## src/rtl/cle_pkg.sv

```systemverilog
// Shared constants, codes and types of the console line editor.
// No dependencies; imported by the front end, queue, back end and top level.
`timescale 1ns / 1ps
package cle_pkg;

   // Line capacity and derived widths.
   localparam int LINE_CAP = 63;
   localparam int CNT_W = 6;
   localparam int ADDR_W = (LINE_CAP > 1) ? $clog2(LINE_CAP) : 1;
   localparam logic [CNT_W-1:0] CAP_LIMIT = CNT_W'(LINE_CAP);
   localparam logic [CNT_W-1:0] MAX_CHARS_RESET = 6'd63;

   // Command queue between front and back; depth must be a power of two.
   localparam int QUEUE_DEPTH = 2;
   localparam int QPTR_W = (QUEUE_DEPTH > 1) ? $clog2(QUEUE_DEPTH) : 1;
   localparam int QCNT_W = $clog2(QUEUE_DEPTH + 1);

   // Character codes.
   localparam logic [7:0] CH_BS = 8'h08;
   localparam logic [7:0] CH_DEL = 8'h7F;
   localparam logic [7:0] CH_KILL = 8'h15;
   localparam logic [7:0] CH_RETYPE = 8'h12;
   localparam logic [7:0] CH_CR = 8'h0D;
   localparam logic [7:0] CH_LF = 8'h0A;
   localparam logic [7:0] CH_SP = 8'h20;
   localparam logic [7:0] CH_HASH = 8'h23;
   localparam logic [7:0] CH_LOW = 8'h20;
   localparam logic [7:0] CH_HIGH = 8'h7E;

   localparam logic OP_START = 1'b0;

   typedef enum logic [2:0] {
      CMD_START,
      CMD_NEWLINE,
      CMD_ERASE,
      CMD_KILL,
      CMD_RETYPE,
      CMD_PRINT
   } cmd_kind_type;

   typedef struct packed {
      cmd_kind_type kind;
      logic [7:0]   ch;
   } cmd_type;

   typedef enum logic [1:0] {
      BK_IDLE,
      BK_KILL,
      BK_RT_READ,
      BK_RT_EMIT
   } back_state_type;

   typedef struct packed {
      logic [1:0]       echo_count;
      logic [7:0]       echo_a;
      logic [7:0]       echo_b;
      logic [7:0]       echo_c;
      logic             store_valid;
      logic [CNT_W-1:0] store_index;
      logic             line_done;
      logic [CNT_W-1:0] line_length;
      logic             last;
   } rsp_word_type;

endpackage

```

## src/rtl/cle_req_if.sv

```systemverilog
// Input channel of the console line editor: valid/ready plus one input word.
// Depends on nothing.
`timescale 1ns / 1ps
interface cle_req_if;
   logic       valid;
   logic       ready;
   logic       opcode;
   logic [7:0] char_in;

   modport source (output valid, opcode, char_in, input ready);
   modport sink (input valid, opcode, char_in, output ready);
endinterface

```

## src/rtl/cle_rsp_if.sv

```systemverilog
// Result channel of the console line editor: valid/ready plus one result word.
// Depends on nothing.
`timescale 1ns / 1ps
interface cle_rsp_if;
   logic       valid;
   logic       ready;
   logic [1:0] echo_count;
   logic [7:0] echo_a;
   logic [7:0] echo_b;
   logic [7:0] echo_c;
   logic       store_valid;
   logic [5:0] store_index;
   logic       line_done;
   logic [5:0] line_length;
   logic       last;

   modport source (output valid, echo_count, echo_a, echo_b, echo_c, store_valid,
                   store_index, line_done, line_length, last, input ready);
   modport sink (input valid, echo_count, echo_a, echo_b, echo_c, store_valid,
                 store_index, line_done, line_length, last, output ready);
endinterface

```

## src/rtl/cle_ram.sv

```systemverilog
// Generic single-write, single-read RAM with registered read data.
// No dependencies.
`timescale 1ns / 1ps
module cle_ram #(
   parameter int WIDTH = 8,
   parameter int DEPTH = 64
) (
   input  logic                                        clock,
   input  logic                                        wr_en,
   input  logic [((DEPTH > 1) ? $clog2(DEPTH) : 1)-1:0] wr_addr,
   input  logic [WIDTH-1:0]                            wr_data,
   input  logic [((DEPTH > 1) ? $clog2(DEPTH) : 1)-1:0] rd_addr,
   output logic [WIDTH-1:0]                            rd_data
);
   logic [WIDTH-1:0] mem_ff [DEPTH];
   logic [WIDTH-1:0] rd_data_ff;

   always_ff @(posedge clock) begin
      if (wr_en) begin
         mem_ff[wr_addr] <= wr_data;
      end
      rd_data_ff <= mem_ff[rd_addr];
   end

   assign rd_data = rd_data_ff;
endmodule

```

## src/rtl/cle_front.sv

```systemverilog
// Front end: accepts input words and sorts them into editor commands.
// Depends on cle_pkg and cle_req_if; feeds cle_queue.
`timescale 1ns / 1ps
module cle_front (
   cle_req_if.sink          req,
   output logic             push_valid,
   output cle_pkg::cmd_type push_cmd,
   input  logic             push_ready
);
   import cle_pkg::*;

   logic keep_c;

   // Codes with no effect are dropped here and never reach the queue.
   always_comb begin
      keep_c = 1'b1;
      push_cmd.ch = req.char_in;
      push_cmd.kind = CMD_PRINT;
      if (req.opcode == OP_START) begin
         push_cmd.kind = CMD_START;
      end else if (req.char_in == CH_CR || req.char_in == CH_LF) begin
         push_cmd.kind = CMD_NEWLINE;
      end else if (req.char_in == CH_BS || req.char_in == CH_DEL) begin
         push_cmd.kind = CMD_ERASE;
      end else if (req.char_in == CH_KILL) begin
         push_cmd.kind = CMD_KILL;
      end else if (req.char_in == CH_RETYPE) begin
         push_cmd.kind = CMD_RETYPE;
      end else if (req.char_in >= CH_LOW && req.char_in <= CH_HIGH) begin
         push_cmd.kind = CMD_PRINT;
      end else begin
         keep_c = 1'b0;
      end
   end

   assign req.ready = push_ready;
   assign push_valid = req.valid && keep_c;
endmodule

```

## src/rtl/cle_queue.sv

```systemverilog
// Short command FIFO between the front end and the back end.
// Depends on cle_pkg.
`timescale 1ns / 1ps
module cle_queue (
   input  logic             clock,
   input  logic             reset,
   input  logic             push_valid,
   input  cle_pkg::cmd_type push_cmd,
   output logic             push_ready,
   output logic             pop_valid,
   output cle_pkg::cmd_type pop_cmd,
   input  logic             pop
);
   import cle_pkg::*;

   cmd_type           entry_ff [QUEUE_DEPTH];
   logic [QPTR_W-1:0] head_ff, head_in;
   logic [QPTR_W-1:0] tail_ff, tail_in;
   logic [QCNT_W-1:0] fill_ff, fill_in;
   logic              do_push, do_pop;

   assign push_ready = (fill_ff != QCNT_W'(QUEUE_DEPTH));
   assign pop_valid = (fill_ff != '0);
   assign pop_cmd = entry_ff[head_ff];

   assign do_push = push_valid && push_ready;
   assign do_pop = pop && pop_valid;

   // Pointers wrap naturally since the depth is a power of two.
   always_comb begin
      head_in = do_pop ? head_ff + 1'b1 : head_ff;
      tail_in = do_push ? tail_ff + 1'b1 : tail_ff;
      fill_in = fill_ff;
      if (do_push && !do_pop) begin
         fill_in = fill_ff + 1'b1;
      end else if (do_pop && !do_push) begin
         fill_in = fill_ff - 1'b1;
      end
   end

   always_ff @(posedge clock) begin
      if (reset) begin
         head_ff <= '0;
         tail_ff <= '0;
         fill_ff <= '0;
      end else begin
         head_ff <= head_in;
         tail_ff <= tail_in;
         fill_ff <= fill_in;
      end
   end

   always_ff @(posedge clock) begin
      if (do_push) begin
         entry_ff[tail_ff] <= push_cmd;
      end
   end
endmodule

```

## src/rtl/cle_back.sv

```systemverilog
// Back end: holds the line state, runs the editor commands and drives results.
// Depends on cle_pkg, cle_rsp_if and cle_ram (line store).
`timescale 1ns / 1ps
module cle_back (
   input  logic                    clock,
   input  logic                    reset,
   input  logic [cle_pkg::CNT_W-1:0] max_chars,
   input  logic                    pop_valid,
   input  cle_pkg::cmd_type        pop_cmd,
   output logic                    pop,
   cle_rsp_if.source               rsp
);
   import cle_pkg::*;

   back_state_type    state_ff, state_in;
   logic [CNT_W-1:0]  count_ff, count_in;
   logic              open_ff, open_in;
   logic [CNT_W-1:0]  idx_ff, idx_in;
   logic              out_valid_ff, out_valid_in;
   rsp_word_type      out_ff, out_in;
   rsp_word_type      res_c;
   logic              slot_free;
   logic [CNT_W-1:0]  limit_c;
   logic              wr_en;
   logic [7:0]        rd_data;

   assign slot_free = !out_valid_ff || rsp.ready;
   assign limit_c = (max_chars > CAP_LIMIT) ? CAP_LIMIT : max_chars;

   cle_ram #(
      .WIDTH (8),
      .DEPTH (LINE_CAP)
   ) u_store (
      .clock   (clock),
      .wr_en   (wr_en),
      .wr_addr (count_ff[ADDR_W-1:0]),
      .wr_data (pop_cmd.ch),
      .rd_addr (idx_ff[ADDR_W-1:0]),
      .rd_data (rd_data)
   );

   always_comb begin
      state_in = state_ff;
      count_in = count_ff;
      open_in = open_ff;
      idx_in = idx_ff;
      out_valid_in = out_valid_ff && !rsp.ready;
      out_in = out_ff;
      res_c = '0;
      pop = 1'b0;
      wr_en = 1'b0;
      case (state_ff)
         BK_IDLE: begin
            if (pop_valid && slot_free) begin
               pop = 1'b1;
               case (pop_cmd.kind)
                  CMD_START: begin
                     count_in = '0;
                     if (limit_c == '0) begin
                        open_in = 1'b0;
                        res_c.line_done = 1'b1;
                        res_c.last = 1'b1;
                        out_valid_in = 1'b1;
                        out_in = res_c;
                     end else begin
                        open_in = 1'b1;
                     end
                  end
                  CMD_NEWLINE: begin
                     if (open_ff) begin
                        res_c.echo_count = 2'd2;
                        res_c.echo_a = CH_CR;
                        res_c.echo_b = CH_LF;
                        res_c.line_done = 1'b1;
                        res_c.line_length = count_ff;
                        res_c.last = 1'b1;
                        out_valid_in = 1'b1;
                        out_in = res_c;
                        open_in = 1'b0;
                     end
                  end
                  CMD_ERASE: begin
                     if (open_ff && count_ff != '0) begin
                        count_in = count_ff - 1'b1;
                        res_c.echo_count = 2'd3;
                        res_c.echo_a = CH_BS;
                        res_c.echo_b = CH_SP;
                        res_c.echo_c = CH_BS;
                        res_c.line_length = count_ff - 1'b1;
                        res_c.last = 1'b1;
                        out_valid_in = 1'b1;
                        out_in = res_c;
                     end
                  end
                  CMD_KILL: begin
                     if (open_ff && count_ff != '0) begin
                        state_in = BK_KILL;
                     end
                  end
                  CMD_RETYPE: begin
                     if (open_ff) begin
                        res_c.echo_count = 2'd3;
                        res_c.echo_a = CH_HASH;
                        res_c.echo_b = CH_CR;
                        res_c.echo_c = CH_LF;
                        res_c.line_length = count_ff;
                        res_c.last = (count_ff == '0);
                        out_valid_in = 1'b1;
                        out_in = res_c;
                        idx_in = '0;
                        if (count_ff != '0) begin
                           state_in = BK_RT_READ;
                        end
                     end
                  end
                  CMD_PRINT: begin
                     if (open_ff && count_ff < limit_c) begin
                        wr_en = 1'b1;
                        count_in = count_ff + 1'b1;
                        res_c.echo_count = 2'd1;
                        res_c.echo_a = pop_cmd.ch;
                        res_c.store_valid = 1'b1;
                        res_c.store_index = count_ff;
                        res_c.line_length = count_ff + 1'b1;
                        res_c.last = 1'b1;
                        out_valid_in = 1'b1;
                        out_in = res_c;
                     end
                  end
                  default: begin
                  end
               endcase
            end
         end
         BK_KILL: begin
            // one erase word per stored character
            if (slot_free) begin
               count_in = count_ff - 1'b1;
               res_c.echo_count = 2'd3;
               res_c.echo_a = CH_BS;
               res_c.echo_b = CH_SP;
               res_c.echo_c = CH_BS;
               res_c.line_length = count_ff - 1'b1;
               res_c.last = (count_ff == CNT_W'(1));
               out_valid_in = 1'b1;
               out_in = res_c;
               if (count_ff == CNT_W'(1)) begin
                  state_in = BK_IDLE;
               end
            end
         end
         BK_RT_READ: begin
            // store read issued at idx_ff, data shows next cycle
            state_in = BK_RT_EMIT;
         end
         BK_RT_EMIT: begin
            if (slot_free) begin
               res_c.echo_count = 2'd1;
               res_c.echo_a = rd_data;
               res_c.line_length = count_ff;
               res_c.last = (idx_ff + 1'b1 == count_ff);
               out_valid_in = 1'b1;
               out_in = res_c;
               if (idx_ff + 1'b1 == count_ff) begin
                  state_in = BK_IDLE;
               end else begin
                  idx_in = idx_ff + 1'b1;
                  state_in = BK_RT_READ;
               end
            end
         end
         default: begin
            state_in = BK_IDLE;
         end
      endcase
   end

   always_ff @(posedge clock) begin
      if (reset) begin
         state_ff <= BK_IDLE;
         count_ff <= '0;
         open_ff <= 1'b0;
         out_valid_ff <= 1'b0;
      end else begin
         state_ff <= state_in;
         count_ff <= count_in;
         open_ff <= open_in;
         out_valid_ff <= out_valid_in;
      end
   end

   always_ff @(posedge clock) begin
      idx_ff <= idx_in;
      out_ff <= out_in;
   end

   assign rsp.valid = out_valid_ff;
   assign rsp.echo_count = out_ff.echo_count;
   assign rsp.echo_a = out_ff.echo_a;
   assign rsp.echo_b = out_ff.echo_b;
   assign rsp.echo_c = out_ff.echo_c;
   assign rsp.store_valid = out_ff.store_valid;
   assign rsp.store_index = out_ff.store_index;
   assign rsp.line_done = out_ff.line_done;
   assign rsp.line_length = out_ff.line_length;
   assign rsp.last = out_ff.last;
endmodule

```

## src/rtl/console_line_editor.sv

```systemverilog
// Top level of the console line editor: front end, command queue, back end.
// Depends on cle_pkg, cle_req_if, cle_rsp_if, cle_front, cle_queue, cle_back.
//
//   channel   dir  handshake         word
//   req_ch    in   valid/ready       opcode, char_in
//   rsp_ch    out  valid/ready       echo_count, echo_a..c, store_*, line_*, last
//   csr_*     in   write enable      max_chars (6 bits)
//
// Flow: the back end takes one command a cycle while idle and its result slot is
// free. Start, erase, newline and printable words give any result the cycle after
// leaving the queue. Kill gives one word a cycle while rsp_ch is ready. Retype
// gives the header, then each stored character through the registered store read.
// Reset is synchronous; the line store needs no clearing, so no sweep follows.
// A stalled result holds in the output register while the queue keeps filling.
`timescale 1ns / 1ps
module console_line_editor (
   input  logic                      clock,
   input  logic                      reset,
   cle_req_if.sink                   req_ch,
   cle_rsp_if.source                 rsp_ch,
   input  logic                      csr_we,
   input  logic [cle_pkg::CNT_W-1:0] csr_wdata
);
   import cle_pkg::*;

   logic [CNT_W-1:0] max_chars_ff;

   // front to queue
   logic    push_valid;
   cmd_type push_cmd;
   logic    push_ready;

   // queue to back
   logic    pop_valid;
   cmd_type pop_cmd;
   logic    pop;

   // Line limit register; the back end clamps it to the line capacity.
   always_ff @(posedge clock) begin
      if (reset) begin
         max_chars_ff <= MAX_CHARS_RESET;
      end else if (csr_we) begin
         max_chars_ff <= csr_wdata;
      end
   end

   // Classifies words and drops codes that never produce output.
   cle_front u_front (
      .req        (req_ch),
      .push_valid (push_valid),
      .push_cmd   (push_cmd),
      .push_ready (push_ready)
   );

   // Decouples input acceptance from multi-word commands (kill, retype).
   cle_queue u_queue (
      .clock      (clock),
      .reset      (reset),
      .push_valid (push_valid),
      .push_cmd   (push_cmd),
      .push_ready (push_ready),
      .pop_valid  (pop_valid),
      .pop_cmd    (pop_cmd),
      .pop        (pop)
   );

   // Owns the line count, the open flag and the line store; drives the result word.
   cle_back u_back (
      .clock     (clock),
      .reset     (reset),
      .max_chars (max_chars_ff),
      .pop_valid (pop_valid),
      .pop_cmd   (pop_cmd),
      .pop       (pop),
      .rsp       (rsp_ch)
   );
endmodule

```

## src/flat_wrapper.sv

```systemverilog
// flat-port wrapper written by rule: the top's interface ports become plain ports
module console_line_editor_flat import cle_pkg::*;
  (clock, reset, csr_we, csr_wdata, req_ch_valid, req_ch_opcode, req_ch_char_in, req_ch_ready, rsp_ch_valid, rsp_ch_echo_count, rsp_ch_echo_a, rsp_ch_echo_b, rsp_ch_echo_c, rsp_ch_store_valid, rsp_ch_store_index, rsp_ch_line_done, rsp_ch_line_length, rsp_ch_last, rsp_ch_ready);
  cle_req_if req_ch_i ();
  cle_rsp_if rsp_ch_i ();
  input  logic clock;
  input  logic reset;
  input  logic csr_we;
  input  logic [cle_pkg::CNT_W-1:0] csr_wdata;
  input wire logic [$bits(req_ch_i.valid)-1:0] req_ch_valid;
  input wire logic [$bits(req_ch_i.opcode)-1:0] req_ch_opcode;
  input wire logic [$bits(req_ch_i.char_in)-1:0] req_ch_char_in;
  output wire logic [$bits(req_ch_i.ready)-1:0] req_ch_ready;
  output wire logic [$bits(rsp_ch_i.valid)-1:0] rsp_ch_valid;
  output wire logic [$bits(rsp_ch_i.echo_count)-1:0] rsp_ch_echo_count;
  output wire logic [$bits(rsp_ch_i.echo_a)-1:0] rsp_ch_echo_a;
  output wire logic [$bits(rsp_ch_i.echo_b)-1:0] rsp_ch_echo_b;
  output wire logic [$bits(rsp_ch_i.echo_c)-1:0] rsp_ch_echo_c;
  output wire logic [$bits(rsp_ch_i.store_valid)-1:0] rsp_ch_store_valid;
  output wire logic [$bits(rsp_ch_i.store_index)-1:0] rsp_ch_store_index;
  output wire logic [$bits(rsp_ch_i.line_done)-1:0] rsp_ch_line_done;
  output wire logic [$bits(rsp_ch_i.line_length)-1:0] rsp_ch_line_length;
  output wire logic [$bits(rsp_ch_i.last)-1:0] rsp_ch_last;
  input wire logic [$bits(rsp_ch_i.ready)-1:0] rsp_ch_ready;
  assign req_ch_i.valid = req_ch_valid;
  assign req_ch_i.opcode = req_ch_opcode;
  assign req_ch_i.char_in = req_ch_char_in;
  assign req_ch_ready = req_ch_i.ready;
  assign rsp_ch_valid = rsp_ch_i.valid;
  assign rsp_ch_echo_count = rsp_ch_i.echo_count;
  assign rsp_ch_echo_a = rsp_ch_i.echo_a;
  assign rsp_ch_echo_b = rsp_ch_i.echo_b;
  assign rsp_ch_echo_c = rsp_ch_i.echo_c;
  assign rsp_ch_store_valid = rsp_ch_i.store_valid;
  assign rsp_ch_store_index = rsp_ch_i.store_index;
  assign rsp_ch_line_done = rsp_ch_i.line_done;
  assign rsp_ch_line_length = rsp_ch_i.line_length;
  assign rsp_ch_last = rsp_ch_i.last;
  assign rsp_ch_i.ready = rsp_ch_ready;
  console_line_editor u_core (.clock(clock), .reset(reset), .req_ch(req_ch_i), .rsp_ch(rsp_ch_i), .csr_we(csr_we), .csr_wdata(csr_wdata));
endmodule
```

## config.mk

```make
export PLATFORM = sky130hd
export DESIGN_NAME = console_line_editor_flat
export DESIGN_NICKNAME = d
export VERILOG_FILES = /design/src/rtl/cle_pkg.sv /design/src/rtl/cle_req_if.sv /design/src/rtl/cle_rsp_if.sv /design/src/rtl/cle_ram.sv /design/src/rtl/cle_front.sv /design/src/rtl/cle_queue.sv /design/src/rtl/cle_back.sv /design/src/rtl/console_line_editor.sv /design/src/flat_wrapper.sv
export SDC_FILE = /design/constraint.sdc
export NUM_CORES = 1
export LEC_CHECK = 0
export ABC_AREA = 1
export BUFFER_PORTS_ARGS = -buffer_cell sky130_fd_sc_hd__buf_2
export CAP_MARGIN = 25
export CORE_MARGIN = 5
export CORE_UTILIZATION = 45
export CTS_CLUSTER_DIAMETER = 120
export CTS_CLUSTER_SIZE = 40
export DETAILED_ROUTE_END_ITERATION = 10
export GPL_ROUTABILITY_DRIVEN = 0
export MAX_ROUTING_LAYER = met4
export PLACE_DENSITY = 0.68
export SYNTH_ARGS = -nofsm -noshare
export SYNTH_HDL_FRONTEND = slang
export SYNTH_SLANG_ARGS = --single-unit
```

## constraint.sdc

```tcl
create_clock -name clock -period 4.1 [get_ports clock]
set_clock_uncertainty 0.05 [all_clocks]
set_input_delay 1.23 -clock clock [delete_from_list [all_inputs] [get_ports clock]]
set_output_delay 1.23 -clock clock [all_outputs]
set_load 0.02 [all_outputs]
```

==> results.cfg, run 1 <==
[critical_path]
timing.setup.critical_path_class = flip-flop to flip-flop
reg2reg_slack_ns = 0.96
crit_top_cell = nand2_4
cp_slowest_cell = dfxtp_1
ff2ff_path_depth = 10
worstPathArrival_ns = 3.31
path_depth = 10
cp-start-kind = flip-flop
rr_endpoint = u_core.u_back.u_store.mem_ff[57][2]
critPathTopFamily = simple AND/OR/NAND/NOR gates
max_stage_delay_ns = 0.74
cp-end-kind = flip-flop
cp-endpoint = u_core.u_back.u_store.mem_ff[57][2]
required_ns = 4.27
crit_buf_inv = 1
path_cells = nand2_1 > nand2_4 > nand2_4 > nor2_8 > inv_2 > nor2_4 > nand2_4 > nor2_8 > nand2_2 > nor2_1
worstPathMaxFanout = 16

[clock_tree]
clock_sinks = 591
htreeDepth = 1
ctsHoldBuffers = 0
cts_tree = built
clkLatencyLatePin_ns = 0.58
root_buffer = clkbuf_16
cts_setup_buffers = 0
clkSlewWorstSetupHoldPaths_ns = 0.13
max-clock-path-buffers = 3
cts-buffers-inserted = 18
post_cts_resized = 0

[power_and_ir_drop]
p_comb_frac = 0.233
seq_power_share = 0.573
max-vdd-ir-drop_mv = 0.369
powerDensity_nw_per_um2 = 511
p_sw_w = 0.00427
switching_share = 0.318
p_int_w = 0.00915
p_leak_nw = 9.05
clkPwrFrac = 0.194

[global_route]
grt_usage = 0.207
antenna_found_initial = 0
grt_max_degree = 161
grt_pass1_vias = 16000
grt_pass1_wl_um = 94200
overflow = 0

[logic_synthesis]
ys_types = 49
synthArstFlopShare = 0
yosys_warnings = 0
synth_edf_count = 562
syn_avg_cell_area_um2 = 11.4
ys_ff_latch = 591
synthCells = 2173
synth_area_um2 = 24800
seq_area_frac_synth = 0.704
ys_dominant_reg_cell = edfxtp_1

[finish]
final_nets = 2181
fin_util = 0.479
layout_commonest_cell = edfxtp_1
area_growth_pct = 5.96
drive_above_1_share = 0.0717
diodes = 0
final_cell_mix = 562 x edfxtp_1, 402 x nand2_1, 359 x nor2_1, 255 x o21ai_0, 114 x o22ai_1

[timing]
fin_crit_ns = 3.14
setup_viol = 0
fin_crit_sh = 0.767
tightest_slew_ns = 0.956
maxSlewViolCount = 0
finalHoldViolations = 0
setup_tns_ns = 0
relSlewSlack = 0.363
fin_ws_ns = 0.956
rsz0062_at_grt = no
holdWs_ns = 0.463
clock.fmax_mhz = 318

[hold_path]
worstHoldPathCells = 1
holdCritPathClass = flip-flop to flip-flop

[detailed_routing]
drc_errors = 0
routed-via-count = 16600
wirelength_um = 62200
wl_per_cell_um = 21.7
first_iter_violations = 2287
drt-pass1-iter-count = 6
drtAntennaViolNets = 0
via_per_inst = 5.78

[die]
start_util = 0.452
rows = 86
dieArea_um2 = 59900
die_h_um = 245
core-area_um2 = 54900
die_x_um = 245
io_pins = 63

[flow_run]
max_cap_violations = 0

[place]
place_ws_ns = 0.559
port-buffer-count = 53
hpwlAfterDp_um = 39600

[run_status]
status = completed
-- worst reg2reg max path: stages (launching register included) --
cell and delay [ns]:
dfxtp_1 0.74, nand2_1 0.19, nand2_4 0.16, nand2_4 0.09, nor2_8 0.14, inv_2 0.10
nor2_4 0.14, nand2_4 0.11, nor2_8 0.17, nand2_2 0.28, nor2_1 0.61
-- metrics by stage --
| step | cells | area, um2 | power [W] |
|---|---|---|---|
| floorplan | 2181 | 24800 | 0.00965 |
| global placement | 2834 | 25700 | 0.0109 |
| detailed placement | 2834 | 25700 | 0.0109 |
| CTS | 2865 | 26300 | 0.0134 |
| global route | 2866 | 26300 | 0.0140 |
| finish | 2866 | 26300 | 0.0134 |
-- Yosys cell counts, types with 3 or more instances --
| cell | instances | area share |
|---|---|---|
| buf_1 | 10 | 0.0015 |
| clkbuf_1 | 80 | 0.012 |
| inv_2 | 8 | 0.0012 |
| nand3_1 | 106 | 0.021 |
| nand3_4 | 6 | 0.0042 |
| buf_2 | 20 | 0.0040 |
| a21oi_1 | 41 | 0.0083 |
| dfxtp_1 | 29 | 0.023 |
| nand4_1 | 6 | 0.0015 |
| nor2_2 | 4 | 0.0010 |
| o211ai_1 | 4 | 0.0012 |
| buf_4 | 21 | 0.0064 |
| xor2_1 | 6 | 0.0021 |
| nand2_2 | 6 | 0.0015 |
| o22ai_1 | 114 | 0.029 |
| a22o_1 | 3 | 0.0011 |
| clkinv_1 | 7 | 0.0011 |
| edfxtp_1 | 562 | 0.68 |
| inv_1 | 52 | 0.0079 |
| o21ai_1 | 7 | 0.0014 |
| nor3_1 | 7 | 0.0014 |
| nor2_4 | 4 | 0.0018 |
| nand2_1 | 410 | 0.062 |
| ha_1 | 10 | 0.0050 |
| o21ai_0 | 255 | 0.051 |
| nor2_8 | 3 | 0.0024 |
| nor2_1 | 359 | 0.054 |
| nand2_4 | 3 | 0.0014 |
-- kinds of logic after synthesis --
group	after synthesis	synth area share
compound gates	441	0.0978
xor+xnor	9	0.00373
fa+ha+maj	10	0.00504
buf+inv	203	0.0358
flops	591	0.704
other cells	1	0.000151
simple gates	918	0.154
-- state kept, by name, summed over array words and instances, names as in the netlist, 2 cells and up, named ones only --
| signal | cells |
|---|---|
| u_core.u_back.rsp.line_length | 6 |
| u_core.u_back.rsp.echo_a | 8 |
| u_core.u_back.state_ff | 2 |
| u_core.u_back.rsp.echo_b | 4 |
| u_core.u_queue.fill_ff | 2 |
| u_core.u_back.u_store.mem_ff | 504 |
| u_core.u_queue.entry_ff | 22 |
| u_core.u_back.rsp.echo_count | 2 |
| u_core.u_back.rsp.store_index | 6 |
| u_core.max_chars_ff | 6 |
| u_core.u_back.idx_ff | 6 |
| u_core.u_back.u_store.rd_data | 8 |
| u_core.u_back.count_ff | 6 |
-- layer usage --
layer,vias up,track usage,share of wire
li1,7597,-,-
met1,7956,0.276,0.40
met2,883,0.346,0.49
met3,123,0.0211,0.081
met4,0,0.0543,0.028
met5,-,-,0
-- layout make-up --
cell class	instances	area, um2
clock inverter	2	36.3
timing repair buffer	84	606
multi-input combinational	1387	6530
sequential	591	17500
inverter	69	269
fill	4837	28600
clock buffer	29	513
tap	704	881
-- power groups by stage --
stage	Sequential, W	Clock (W)	Combinational [W]
6_report	0.00770	0.00260	0.00313
5_1_grt	0.00773	0.00285	0.00338
4_1_cts	0.00770	0.00264	0.00309
3_5_place_dp	0.00784	0	0.00309
3_3_place_gp	0.00782	0	0.00306
2_1_floorplan	0.00795	0	0.00170
-- worst min-delay path by stage --
stage,from,end,slack (ns)
after floorplan,u_core.max_chars_ff[0],u_core.max_chars_ff[0],0.39
after global placement,u_core.u_queue.head_ff,u_core.u_queue.head_ff,0.43
after detailed placement,u_core.u_queue.head_ff,u_core.u_queue.head_ff,0.43
after CTS,u_core.u_queue.head_ff,u_core.u_queue.head_ff,0.46
after global routing,u_core.u_queue.head_ff,u_core.u_queue.head_ff,0.50
final,u_core.u_queue.head_ff,u_core.u_queue.head_ff,0.46
Power figures use the tool's default switching activity.
==> inputs of run 2 (changes only) <==
- ABC_AREA: 1 -> 0
- clock period: 4.1 -> 2.7 ns (I/O delays scaled with it)
==> results.cfg, run 2 <==
[timing]
setup_viol = 0
fin_ws_ns = 0.0169
relSlewSlack = 0.368
tightest_slew_ns = 0.944
clock.fmax_mhz = 373
finalHoldViolations = 0
holdWs_ns = 0.391
setup_tns_ns = 0
fin_crit_ns = 2.68
fin_crit_sh = 0.994
maxSlewViolCount = 0

[logic_synthesis]
yosys_warnings = 0
ys_types = 65
synth_area_leaders = edfxtp_1 70%, mux4_2 11%, dfxtp_1 2.4%
synth_commonest_cells = 562 x edfxtp_1, 122 x mux4_2, 95 x nor2_1
synth_top_area_cell = edfxtp_1
synthArstFlopShare = 0
synth_most_common_cell = edfxtp_1
syn_avg_cell_area_um2 = 17.5
ys_dominant_reg_cell = edfxtp_1
synth_top_area_share = 0.698
ys_ff_latch = 591
synthCells = 1378
seq_area_frac_synth = 0.722
synth_area_um2 = 24200
synth_edf_count = 562

[die]
die_h_um = 242
start_util = 0.452
die_x_um = 242
io_pins = 63
core-area_um2 = 53500
dieArea_um2 = 58500
rows = 85

[place]
place_ws_ns = -0.504
hpwlAfterDp_um = 37000
port-buffer-count = 53

[critical_path]
cp-start-kind = flip-flop
worstPathArrival_ns = 3.11
reg2reg_slack_ns = 0.02
worstPathMaxFanout = 7
r2r_start = u_core.u_back.idx_ff[0]
cp-end-kind = flip-flop
crit_start = u_core.u_back.idx_ff[0]
required_ns = 3.13
timing.setup.critical_path_class = flip-flop to flip-flop

[clock_tree]
clkSlewWorstSetupHoldPaths_ns = 0.15
clkLatencyLatePin_ns = 0.59
ctsHoldBuffers = 0
htreeDepth = 1
max-clock-path-buffers = 3
cts-buffers-inserted = 18
cts_tree = built
root_buffer = clkbuf_16
clock_sinks = 591

[finish]
largest_reg_flops = 504
layout_commonest_cell = edfxtp_1
top_register = u_core.u_back.u_store.mem_ff
area_growth_pct = 13.0
final.fill_count = 4264
final_nets = 1598
drive_above_1_share = 0.275
top_regs = u_core.u_back.u_store.mem_ff x504, u_core.u_queue.entry_ff x22
diodes = 0
final_cell_mix = 562 x edfxtp_1, 178 x buf_4, 122 x mux4_2, 89 x nor2_1, 56 x nand2_1

[detailed_routing]
drc_errors = 0
drt-pass1-iter-count = 6
wirelength_um = 56400
first_iter_violations = 1871
via_per_inst = 6.00
drtAntennaViolNets = 0
routed-via-count = 13600
wl_per_cell_um = 24.8

[global_route]
antenna_found_initial = 0
grt_pass1_vias = 13500
overflow = 0
grt_max_degree = 65
grt_usage = 0.192
grt_pass1_wl_um = 85000

[run_status]
status = completed

[power_and_ir_drop]
powerDensity_nw_per_um2 = 638
fin_total_pwr_w = 0.0174
max-vdd-ir-drop_mv = 0.480
p_leak_nw = 9.19

[hold_path]
holdCritPathClass = primary input to flip-flop
hp-start = csr_wdata[5]

[flow_run]
max_cap_violations = 0
-- run 2: cells by family (layout without fill, tap and decap cells) --
kind of cell,after synthesis,after routing,share of synthesized area
multiplexers,151,151,0.126
AO/OA/AOI/OAI,203,203,0.0605
XOR/XNOR,15,15,0.00600
AND/OR/NAND/NOR,290,290,0.0585
other,1,9,0.000155
adder cells (fa/ha/maj),10,10,0.00517
buffers and inverters,117,311,0.0216
flip-flops,591,591,0.722
-- run 2: where the power goes --
part | leakage [nW] | switching, W | internal (W)
clock | 0.253 | 0.00256 | 0.00136
sequential | 5.29 | 0.0000946 | 0.0109
combinational | 3.64 | 0.00180 | 0.000716
total | 9.19 | 0.00446 | 0.0130
-- run 2: area by class of cell --
type                            count  area, um2  area share
Tap cell                          696        871      0.0319
Multi-Input combinational cell    678       6360       0.233
Clock buffer                       31        520      0.0191
Timing Repair Buffer              253       2000      0.0732
Inverter                           26       97.6     0.00357
Sequential cell                   591      17500       0.639
Clock inverter                      1       8.76    0.000321
-- run 2: path summary, 6_finish.rpt --
kind         cells past startpoint                                to
min                              3            u_core.max_chars_ff[5]
min reg2reg                      2            u_core.max_chars_ff[1]
max reg2reg                      9  u_core.u_back.u_store.rd_data[1]
max                              9  u_core.u_back.u_store.rd_data[1]
-- run 2: per-stage QoR --
stage               cell area (um2)  utilization  cells
floorplan                     24300            -   1386
global placement              26600        0.497   2234
detailed placement            26600        0.497   2236
CTS                           27200        0.508   2270
global route                  27300        0.511   2276
finish                        27300        0.511   2276
-- run 2: per-layer routing --
metal  global-route usage  up-vias  wire, um  share of wire
met2                0.306      654     27200           0.48
met1                0.272     6988     23800           0.42
li1                     -     5909         -              -
met4               0.0426        0      1230          0.022
met5                    -        -         0              0
met3               0.0221       95      4070          0.072
-- run 2: critical path, stage by stage, from the launching register on --
cell	delay [ns]
edfxtp_1	0.42
buf_4	0.16
buf_12	0.15
mux4_2	0.55
mux4_2	0.50
inv_2	0.09
a2111oi_0	0.09
buf_1	0.16
buf_4	0.14
a221o_1	0.26
-- run 2: what timing repair did --
item,4_1_cts,5_1_grt
setup endpoints to repair,2,117
buffers inserted,1,5
gates cloned,1,1
gates resized for setup,1,16
